`config.mk`:
```
export PLATFORM = sky130hd
export DESIGN_NAME = behd_in_reg
export DESIGN_NICKNAME = d
export VERILOG_FILES = /design/src/hw/rtl/behd_pkg.sv /design/src/hw/rtl/behd_in_reg.sv
export SDC_FILE = /design/constraint.sdc
export NUM_CORES = 1
export LEC_CHECK = 0
export BUFFER_PORTS_ARGS = -buffer_cell sky130_fd_sc_hd__buf_2
export CAP_MARGIN = 20
export CORE_MARGIN = 2
export CORE_UTILIZATION = 39
export CTS_BUF_LIST = sky130_fd_sc_hd__clkbuf_16
export DETAILED_ROUTE_END_ITERATION = 16
export GPL_ROUTABILITY_DRIVEN = 0
export PLACE_DENSITY = 0.75
export SLEW_MARGIN = 20
export SYNTH_ARGS = -nofsm -noshare
export SYNTH_HDL_FRONTEND = slang
export SYNTH_SLANG_ARGS = --single-unit
```
`constraint.sdc`:
```
create_clock -name clk -period 0.87 [get_ports clk]
set_input_delay 0.0435 -clock clk [delete_from_list [all_inputs] [get_ports clk]]
set_output_delay 0.0435 -clock clk [all_outputs]
set_load 0.05 [all_outputs]
```
`src/hw/rtl/behd_pkg.sv`:
```
// shared types and constants for the block entry header decoder
// no dependencies; every other file imports this package
`default_nettype none

package behd_pkg;

	// width of the buffer-remaining count that rides with each byte
	localparam int REMAIN_BITS = 24;

	// width that holds both the 33-bit length sum and the remaining count
	localparam int CMP_W = (REMAIN_BITS > 33) ? REMAIN_BITS : 33;

	localparam int LEN_W  = 32;
	localparam int HLEN_W = 4;

	localparam logic [7:0] PAYLOAD_MASK = 8'd127;
	localparam logic [4:0] LAST_SHIFT   = 5'd28;
	localparam logic [2:0] LAST_POS     = 3'd4;
	localparam logic [REMAIN_BITS-1:0] MIN_HEADER = REMAIN_BITS'(3);
	localparam logic [REMAIN_BITS-1:0] ONE_LEFT   = REMAIN_BITS'(1);

	typedef enum logic [1:0] {
		ST_OK    = 2'd0,
		ST_TRUNC = 2'd1,
		ST_LONG  = 2'd2,
		ST_BODY  = 2'd3
	} status_t;

	typedef struct packed {
		logic                   valid;
		logic [7:0]             data_byte;
		logic [REMAIN_BITS-1:0] bytes_left;
	} byte_item_t;

	typedef struct packed {
		logic [LEN_W-1:0]  shared_len;
		logic [LEN_W-1:0]  unshared_len;
		logic [LEN_W-1:0]  value_len;
		logic [HLEN_W-1:0] header_len;
		status_t           status;
	} result_t;

	// bit offset of a varint byte, the fifth byte and beyond land at 28
	function automatic logic [4:0] field_shift(input logic [2:0] pos);
		logic [4:0] sh;
		begin
			case (pos)
				3'd0:    sh = 5'd0;
				3'd1:    sh = 5'd7;
				3'd2:    sh = 5'd14;
				3'd3:    sh = 5'd21;
				default: sh = LAST_SHIFT;
			endcase
			return sh;
		end
	endfunction

endpackage

`default_nettype wire

```
`src/hw/rtl/behd_in_reg.sv`:
```
// input register stage: captures one header byte and its remaining count
// depends on behd_pkg
`default_nettype none

module behd_in_reg
	import behd_pkg::*;
(
	input  wire logic                   clk,
	input  wire logic                   arst_n,
	input  wire logic                   take,
	input  wire logic                   advance,
	input  wire logic [7:0]             data_byte,
	input  wire logic [REMAIN_BITS-1:0] bytes_left,
	output      byte_item_t             item
);

	logic                   valid_s1;
	logic [7:0]             data_s1;
	logic [REMAIN_BITS-1:0] left_s1;

	always_ff @(posedge clk or negedge arst_n) begin
		if (!arst_n) begin
			valid_s1 <= 1'b0;
		end else if (take) begin
			valid_s1 <= 1'b1;
		end else if (advance) begin
			valid_s1 <= 1'b0;
		end
	end

	always_ff @(posedge clk) begin
		if (take) begin
			data_s1 <= data_byte;
			left_s1 <= bytes_left;
		end
	end

	assign item = '{valid: valid_s1, data_byte: data_s1, bytes_left: left_s1};

endmodule

`default_nettype wire

```
==> results_dict.tcl <==
set metrics [dict create \
    routed_wl_mm 3.174 \
    synthToLayoutAreaGrowth_pct 108.6 \
    avgSynthCellArea_um2 27.91 \
    wire_per_inst_um 17.93 \
    cp_max_fo 1 \
    failed_checks "setup timing" \
    grt_max_degree 20 \
    cp-start-kind "register" \
    clk_latency_ns 0.27 \
    final-hold-violation-count 0 \
    synth_top_cell_area_share 0.9564 \
    tns_ns -0.2327 \
    synthArstFlopShare 0.03030 \
    start_util 0.4093 \
    required_ns 0.83 \
    setup_viol_count_final 14 \
    clock_path_buffers 2 \
    worst_slew_pin_slew_ns 0.1451 \
    period_share 1.077 \
    synth_commonest_cells "edfxtp_1, a21o_1, buf_4, dfrtp_1, inv_1" \
    critPathTopFamily "flip-flops" \
    clk_pin_slew_ns 0.05 \
    crit_slowest_cell "edfxtp_1" \
    antenna_cells 0 \
    ioPinCount 69 \
    yosys_most_used_dff "edfxtp_1" \
    place_area_um2 1415 \
    cp_num_buf_inv 1 \
    nNetsFinal 182 \
    yosysTopAreaCell "edfxtp_1" \
    synth-seq-cells 33 \
    cts_tree "done" \
    period_needed_ns 0.9366 \
    port_buffers 68 \
    status "finished, violations left" \
    hp-class "in -> reg" \
    setup_ws_ns -0.06657 \
    synth.most_common_cell "edfxtp_1" \
    maxCapViolCount 0 \
    grtUsageTotal 0.2268 \
    synthTopCellsByArea "edfxtp_1, dfrtp_1, a21o_1" \
    antenna_found_initial 0 \
    path_cells "buf_6" \
    dr.pass1.iters 4 \
    p_leak_nw 0.9071 \
    cp_data_arrival_time_ns 0.89 \
    fin_area_um2 2096 \
    drive_gt1_frac 0.5170 \
    worstSetupPathType "reg -> out" \
    timing.slew.headroom 0.9032 \
    vdd_drop_max_mv 2.015 \
    holdWs_ns 0.05344 \
    drt_iter0_markers 23 \
    post-place-ws_ns 0.1991 \
    cts_buffers 5 \
    grt_first_pass_wirelength_mm 4.215 \
    total_power_mw 4.526 \
    fmax_mhz 1068 \
    nFillCells 102 \
    crit_path_end_kind "output pin" \
    die_w_um 54.76 \
    die_h_um 54.76 \
    row_count 18 \
    clock-sinks 33 \
    via_count 794 \
    drv_slew 0 \
    drc 0 \
    syn_inst 36 \
    yosysUniqueCellTypes 5 \
    rsz0062_at_grt "true" \
    power-per-cell-area_nw_per_um2 2160 \
    syn_area_um2 1005 \
    clock-root-buffer "clkbuf_16" \
    grt_remaining_overflow 0 \
    core_um2 2455 \
    grt_pass1_vias 876 \
    routed_via_density 4.486 \
    ys_warn_count 0 \
    critPathMaxStageDelay_ns 0.43 \
    ant_nets 0 \
    syn_nets 72 \
    die_area_um2 2998 \
    yosysSeqAreaShare 0.9813 \
    skew_ns 0 \
    h-tree-depth 2 \
    synth_edf_count 32 \
]
final cells by class:
type,count,area [um2],area share
repair buffers,104,924.6,0.4412
well taps,30,37.54,0.01791
multi-input cells,1,7.507,0.003582
flip-flops and latches,33,985.9,0.4704
clock inverters,3,11.26,0.005373
inverters,1,3.754,0.001791
clock buffers,5,125.1,0.05970
routing by layer:
layer  share of wire  track usage  vias to the layer above
met3           0.089       0.1120                        9
met2            0.54       0.3651                       49
li1                -            -                      362
met1            0.35       0.2353                      374
met4           0.028       0.1375                        0
met5               0            0                        -
sequential cells by signal, summed over array words and instances (netlist names):
register  flops
data_s1       8
left_s1      24
valid_s1      1
logic make-up (layout without fill, tap and decap cells):
family          Yosys count  count (layout)  share of synthesized area
flops                    33              33                     0.9813
buf+inv                   2             113                    0.01121
compound gates            1               1                   0.007475
per-stage QoR:
stage | cells | utilization
after global placement | 135 | 0.5765
after floorplan | 36 | -
after detailed placement | 135 | 0.5765
final | 177 | 0.8537
after CTS | 176 | 0.8323
after global routing | 177 | 0.8537
final timing paths:
check | startpoint | endpoint | slack [ns] | cells past startpoint
min in group asynchronous | arst_n | valid_s1 | 0.09 | 2
hold reg to reg | valid_s1 | valid_s1 | 0.60 | 2
max in group asynchronous | arst_n | valid_s1 | 0.70 | 2
setup / recovery | left_s1[2] | item[2] | -0.07 | 1
hold / removal | advance | valid_s1 | 0.05 | 3
setup reg to reg | valid_s1 | valid_s1 | 0.08 | 2
placed cells by master, fill, tap and decap left out, drive strengths merged:
master,instances
clkinv,1
edfxtp,32
buf,71
dlygate4sd3,33
a21o,1
dfrtp,1
clkbuf,5
inv,3
power by group:
| group | switching [mW] | total, mW | leakage (nW) | internal (mW) |
|---|---|---|---|---|
| sequential | 0.0673 | 1.96 | 0.324 | 1.89 |
| combinational | 0.568 | 0.965 | 0.509 | 0.397 |
| clock | 0.578 | 1.60 | 0.0738 | 1.03 |
| total | 1.21 | 4.53 | 0.907 | 3.31 |
repair_timing:
action,4_1_cts,5_1_grt
hold buffers,33,0
setup buffers,0,1
endpoints found under the hold margin,33,0
setup endpoints to repair,33,32
gates resized for setup,54,12
(Power assumes the default switching activity.)
