$ cat src/hw/rtl/behd_pkg.sv
// shared types and constants for the block entry header decoder
// no dependencies; every other file imports this package
`default_nettype none

package behd_pkg;

	// width of the buffer-remaining count that rides with each byte
	localparam int REMAIN_BITS = 24;

	// width that holds both the 33-bit length sum and the remaining count
	localparam int CMP_W = (REMAIN_BITS > 33) ? REMAIN_BITS : 33;

	localparam int LEN_W  = 32;
	localparam int HLEN_W = 4;

	localparam logic [7:0] PAYLOAD_MASK = 8'd127;
	localparam logic [4:0] LAST_SHIFT   = 5'd28;
	localparam logic [2:0] LAST_POS     = 3'd4;
	localparam logic [REMAIN_BITS-1:0] MIN_HEADER = REMAIN_BITS'(3);
	localparam logic [REMAIN_BITS-1:0] ONE_LEFT   = REMAIN_BITS'(1);

	typedef enum logic [1:0] {
		ST_OK    = 2'd0,
		ST_TRUNC = 2'd1,
		ST_LONG  = 2'd2,
		ST_BODY  = 2'd3
	} status_t;

	typedef struct packed {
		logic                   valid;
		logic [7:0]             data_byte;
		logic [REMAIN_BITS-1:0] bytes_left;
	} byte_item_t;

	typedef struct packed {
		logic [LEN_W-1:0]  shared_len;
		logic [LEN_W-1:0]  unshared_len;
		logic [LEN_W-1:0]  value_len;
		logic [HLEN_W-1:0] header_len;
		status_t           status;
	} result_t;

	// bit offset of a varint byte, the fifth byte and beyond land at 28
	function automatic logic [4:0] field_shift(input logic [2:0] pos);
		logic [4:0] sh;
		begin
			case (pos)
				3'd0:    sh = 5'd0;
				3'd1:    sh = 5'd7;
				3'd2:    sh = 5'd14;
				3'd3:    sh = 5'd21;
				default: sh = LAST_SHIFT;
			endcase
			return sh;
		end
	endfunction

endpackage

`default_nettype wire

$ cat src/hw/rtl/behd_core.sv
// varint field decoder: header state registers and the per-byte decision
// depends on behd_pkg
`default_nettype none

module behd_core
	import behd_pkg::*;
(
	input  wire logic       clk,
	input  wire logic       arst_n,
	input  wire byte_item_t item,
	input  wire logic       advance,
	output      logic       emit,
	output      result_t    res
);

	logic [1:0]        field_q;
	logic [2:0]        pos_q;
	logic [LEN_W-1:0]  acc_q;
	logic [LEN_W-1:0]  first_q;
	logic [LEN_W-1:0]  second_q;
	logic [HLEN_W-1:0] cnt_q;

	logic                   more;
	logic [REMAIN_BITS-1:0] left;
	logic [HLEN_W-1:0]      hlen;
	logic [7:0]             part;
	logic [LEN_W-1:0]       acc_new;
	logic [CMP_W-1:0]       need;
	logic [CMP_W-1:0]       avail;
	logic                   fail;
	logic                   done;
	status_t                st;

	always_comb begin
		more    = item.data_byte[7];
		left    = item.bytes_left;
		hlen    = cnt_q + HLEN_W'(1);
		part    = more ? (item.data_byte & PAYLOAD_MASK) : item.data_byte;
		acc_new = acc_q | (LEN_W'(part) << field_shift(pos_q));
		need    = CMP_W'({1'b0, second_q}) + CMP_W'({1'b0, acc_new});
		avail   = CMP_W'(left - ONE_LEFT);
		fail    = 1'b1;
		done    = 1'b0;
		st      = ST_TRUNC;
		priority if (field_q == 2'd0 && pos_q == 3'd0 && left < MIN_HEADER) begin
			st = ST_TRUNC;
		end else if (left == '0) begin
			st = ST_TRUNC;
		end else if (more && pos_q >= LAST_POS) begin
			st = ST_LONG;
		end else if (more && left <= ONE_LEFT) begin
			st = ST_TRUNC;
		end else if (more) begin
			fail = 1'b0;
		end else if (field_q != 2'd2) begin
			// end of shared or unshared field, buffer must go on
			fail = (left <= ONE_LEFT);
		end else begin
			fail = 1'b0;
			done = 1'b1;
			st   = (avail < need) ? ST_BODY : ST_OK;
		end
	end

	assign emit = item.valid && (fail || done);

	always_comb begin
		res = '{shared_len: '0, unshared_len: '0, value_len: '0, header_len: hlen,
			status: st};
		if (done) begin
			res.shared_len   = first_q;
			res.unshared_len = second_q;
			res.value_len    = acc_new;
		end
	end

	always_ff @(posedge clk or negedge arst_n) begin
		if (!arst_n) begin
			field_q  <= '0;
			pos_q    <= '0;
			acc_q    <= '0;
			first_q  <= '0;
			second_q <= '0;
			cnt_q    <= '0;
		end else if (advance) begin
			if (fail || done) begin
				field_q  <= '0;
				pos_q    <= '0;
				acc_q    <= '0;
				first_q  <= '0;
				second_q <= '0;
				cnt_q    <= '0;
			end else if (more) begin
				pos_q <= pos_q + 3'd1;
				acc_q <= acc_new;
				cnt_q <= hlen;
			end else begin
				if (field_q == 2'd0) begin
					first_q <= acc_new;
				end else begin
					second_q <= acc_new;
				end
				field_q <= field_q + 2'd1;
				pos_q   <= '0;
				acc_q   <= '0;
				cnt_q   <= hlen;
			end
		end
	end

endmodule

`default_nettype wire

$ cat config.mk
export PLATFORM = sky130hd
export DESIGN_NAME = behd_core
export DESIGN_NICKNAME = d
export VERILOG_FILES = /design/src/hw/rtl/behd_pkg.sv /design/src/hw/rtl/behd_core.sv
export SDC_FILE = /design/constraint.sdc
export NUM_CORES = 1
export LEC_CHECK = 0
export BUFFER_PORTS_ARGS = -buffer_cell sky130_fd_sc_hd__buf_2
export CORE_ASPECT_RATIO = 0.6
export CORE_UTILIZATION = 55
export DETAILED_ROUTE_END_ITERATION = 8
export PLACE_DENSITY = 0.85
export SLEW_MARGIN = 30
export SYNTH_ARGS = -nofsm -noshare
export SYNTH_HDL_FRONTEND = slang
export SYNTH_SLANG_ARGS = --single-unit
$ cat constraint.sdc
create_clock -name clk -period 8.15 [get_ports clk]
set_clock_uncertainty 0.05 [all_clocks]
set_input_delay 0.4075 -clock clk [delete_from_list [all_inputs] [get_ports clk]]
set_output_delay 0.4075 -clock clk [all_outputs]
set_load 0.1 [all_outputs]
==> flow_summary.yaml <==
finish:
  seqCellArea_um2: 2630
  insertedDiodeCount: 0
  stdcell_area_um2: 9390
  fillCellCount: 1286
  fin_util: 0.647
  multi_input_area_um2: 5140
  fin_nets: 1226
  layout-drive-gt1-share: 0.175
  area_growth_syn_to_layout_pct: 14.9
synthesis:
  ys_seq_area_frac: 0.322
  yosysTopAreaCell: "dfrtp_1"
  synth_top_cell_area_share: 0.322
  synth.most_common_cell: "dfrtp_1"
  synth_edf_count: 0
  yosys.cell_types.count: 67
  yosysWarnings: 0
  synth.avg_cell_area_um2: 8.21
  async_flop_share: 1.00
  synth.top_cells.by_count: "dfrtp_1, nor2_1, nand2_1"
  syn_area_um2: 8170
  ys_seq_elements: 105
  synth_area_leaders: "dfrtp_1, ha_1, and3_1"
  ys_dominant_reg_cell: "dfrtp_1"
  synth_cells: 995
  syn_nets: 1107
cts:
  clkTransAtPathRegs_ns: 0.08
  clockRootBuffer: "clkbuf_16"
  cts_setup_buffers: 0
  h-tree-depth: 3
  cts_tree: "done"
  clk_latency_ns: 0.36
  cts_sinks: 105
  clock_path_buffers: 2
  cts_inserted_buffers: 9
timing:
  setup_violations: 0
  rsz0062_at_grt: "false"
  period_needed_ns: 7.72
  timing.hold.ws_ns: 0.345
  drv_slew: 0
  relSlewSlack: 0.437
  period_share: 0.948
  fmax_ghz: 0.129
  worst_pin_slew_ns: 0.842
  hold_viol_final: 0
  worst_slack_ns: 0.427
  tns_ns: 0
detailed_routing:
  firstDrtPassIters: 5
  drtIter0Drc: 880
  routed_via_density: 6.19
  wl_um: 25400
  wl_met2_um: 10100
  via_count: 8149
  wl_met1_um: 11800
  drc: 0
  top_layer: "met4"
  postRouteAntennaNets: 0
  post_drt_wl_per_cell_um: 19.3
  wl_met3_um: 3060
placement:
  dp_slack_ns: 0.422
  portBuffers: 138
  dpl-instance-area_um2: 9040
  hpwlAfterDp_um: 18900
  gp_congestion: 0.940
die:
  ioPinCount: 139
  die_w_um: 159
  dieArea_um2: 15400
  coreArea_um2: 14500
  die_h_um: 96.4
  rows: 34
  initial_core_util: 0.563
worst_setup_path:
  crit_start: "pos_q[2]$_DFFE_PN0P_"
  cp_max_fo: 13
  cp-end-kind: "output pin"
  rrSetupSlack_ns: 4.91
  worstReg2RegEnd: "second_q[26]$_DFFE_PN0P_"
  worstSetupPathType: "reg -> out"
  critPathLaunchType: "flip-flop"
  worstRegToRegCells: 8
  cp.required_ns: 7.69
  cp_data_arrival_time_ns: 7.27
  crit_end: "res[0]"
  rr_startpoint: "pos_q[2]$_DFFE_PN0P_"
grt:
  grt_pass1_wl_um: 39400
  track_usage: 0.334
  gr-total-overflow: 0
  grt_pass1_vias: 7069
  antenna_found_initial: 0
  grt_max_degree: 77
pwr:
  p_leak_nw: 5.08
  powerDensity_nw_per_um2: 363
  irDropWorstVdd_uv: 187
flow_run:
  max_cap_viol_count: 0
min_path:
  hold_path.class: "in -> reg"
status:
  status: "finished clean"
-- state kept, by name (all words and copies together), names as in the netlist --
signal / flops
second_q: 32
pos_q: 3
field_q: 2
first_q: 32
cnt_q: 4
acc_q: 32
-- cells by family (layout without fill, tap and decap cells) --
| logic type | count (synthesis) | in the layout | synth area share |
|---|---|---|---|
| flops | 105 | 105 | 0.322 |
| mux | 14 | 14 | 0.0175 |
| xor+xnor | 47 | 47 | 0.0504 |
| simple gates | 351 | 351 | 0.212 |
| fa+ha+maj | 76 | 76 | 0.117 |
| buf+inv | 104 | 228 | 0.0528 |
| compound gates | 298 | 298 | 0.228 |
-- layout make-up --
| type | count | share of cell area |
|---|---|---|
| clock buffers | 9 | 0.0240 |
| flip-flops and latches | 105 | 0.280 |
| multi-input cells | 786 | 0.548 |
| clock inverters | 7 | 0.00933 |
| well taps | 198 | 0.0264 |
| inverters | 54 | 0.0216 |
| repair buffers | 158 | 0.0910 |
-- worst max-delay path, stage by stage, from the launching register on --
cell and delay (ns):
dfrtp_1 0.50, inv_2 0.19, ha_2 0.34, a21o_1 0.35, mux2i_2 0.41, mux2i_1 0.26, and3_1 0.30, a21oi_1 0.34
inv_1 0.08, ha_1 0.37, a21oi_1 0.25, inv_1 0.06, a311oi_1 0.23, o21ai_0 0.24, o31ai_1 0.55, mux2i_1 0.15
o2111a_1 0.17, ha_1 0.27, nand4_1 0.14, nor4_1 0.33, o221ai_1 0.16, a21oi_1 0.14, a211oi_1 0.08, o311ai_1 0.47
a21boi_0 0.17, clkbuf_4 0.33
-- layout by cell type (no fill, tap or decap), drive strengths merged, types with 16 or more instances in the layout --
cell type	count
dfrtp	105
buf	155
nor3	17
ha	75
xor2	24
o21ai	91
xnor2	23
nor2	102
nand3	16
a31oi	17
nand2	85
inv	57
and3	69
a21oi	77
a22o	18
a21o	25
-- layer usage --
metal / global-route usage / vias up
li1: - / 3805
met1: 0.505 / 3845
met2: 0.468 / 466
met3: 0.0879 / 33
met4: 0.0761 / 0
met5: 0 / -
-- repair_timing --
action | CTS | global route
hold buffers | 1 | 0
hold endpoints to repair | 29 | 0
pin swaps | 0 | 0
gates resized for setup | 2 | 6
endpoints found under the setup margin | 2 | 2
-- report_power, final --
part	internal (W)	switching (W)	leakage [nW]
Clock	0.000246	0.000217	0.148
Sequential	0.000685	0.000126	1.42
Combinational	0.000695	0.00144	3.52
-- stage by stage --
step	total power, W	instances
6_report	0.00341	1317
5_1_grt	0.00364	1317
4_1_cts	0.00335	1317
3_3_place_gp	0.00283	1300
3_5_place_dp	0.00287	1300
2_1_floorplan	0.00233	995
-- worst min path at each step --
stage | startpoint | to | slack [ns] | cells past startpoint
2_1_floorplan | arst_n | acc_q[0]$_DFFE_PN0P_ | 0.06 | 0
3_3_place_gp | arst_n | first_q[29]$_DFFE_PN0P_ | 0.30 | 1
3_5_place_dp | arst_n | first_q[21]$_DFFE_PN0P_ | 0.30 | 1
4_1_cts | item[31] | pos_q[0]$_DFFE_PN0P_ | 0.33 | 3
5_1_grt | item[31] | pos_q[0]$_DFFE_PN0P_ | 0.36 | 3
6_report | item[31] | pos_q[0]$_DFFE_PN0P_ | 0.35 | 3
Note: power is estimated with default switching activity, not from simulation.
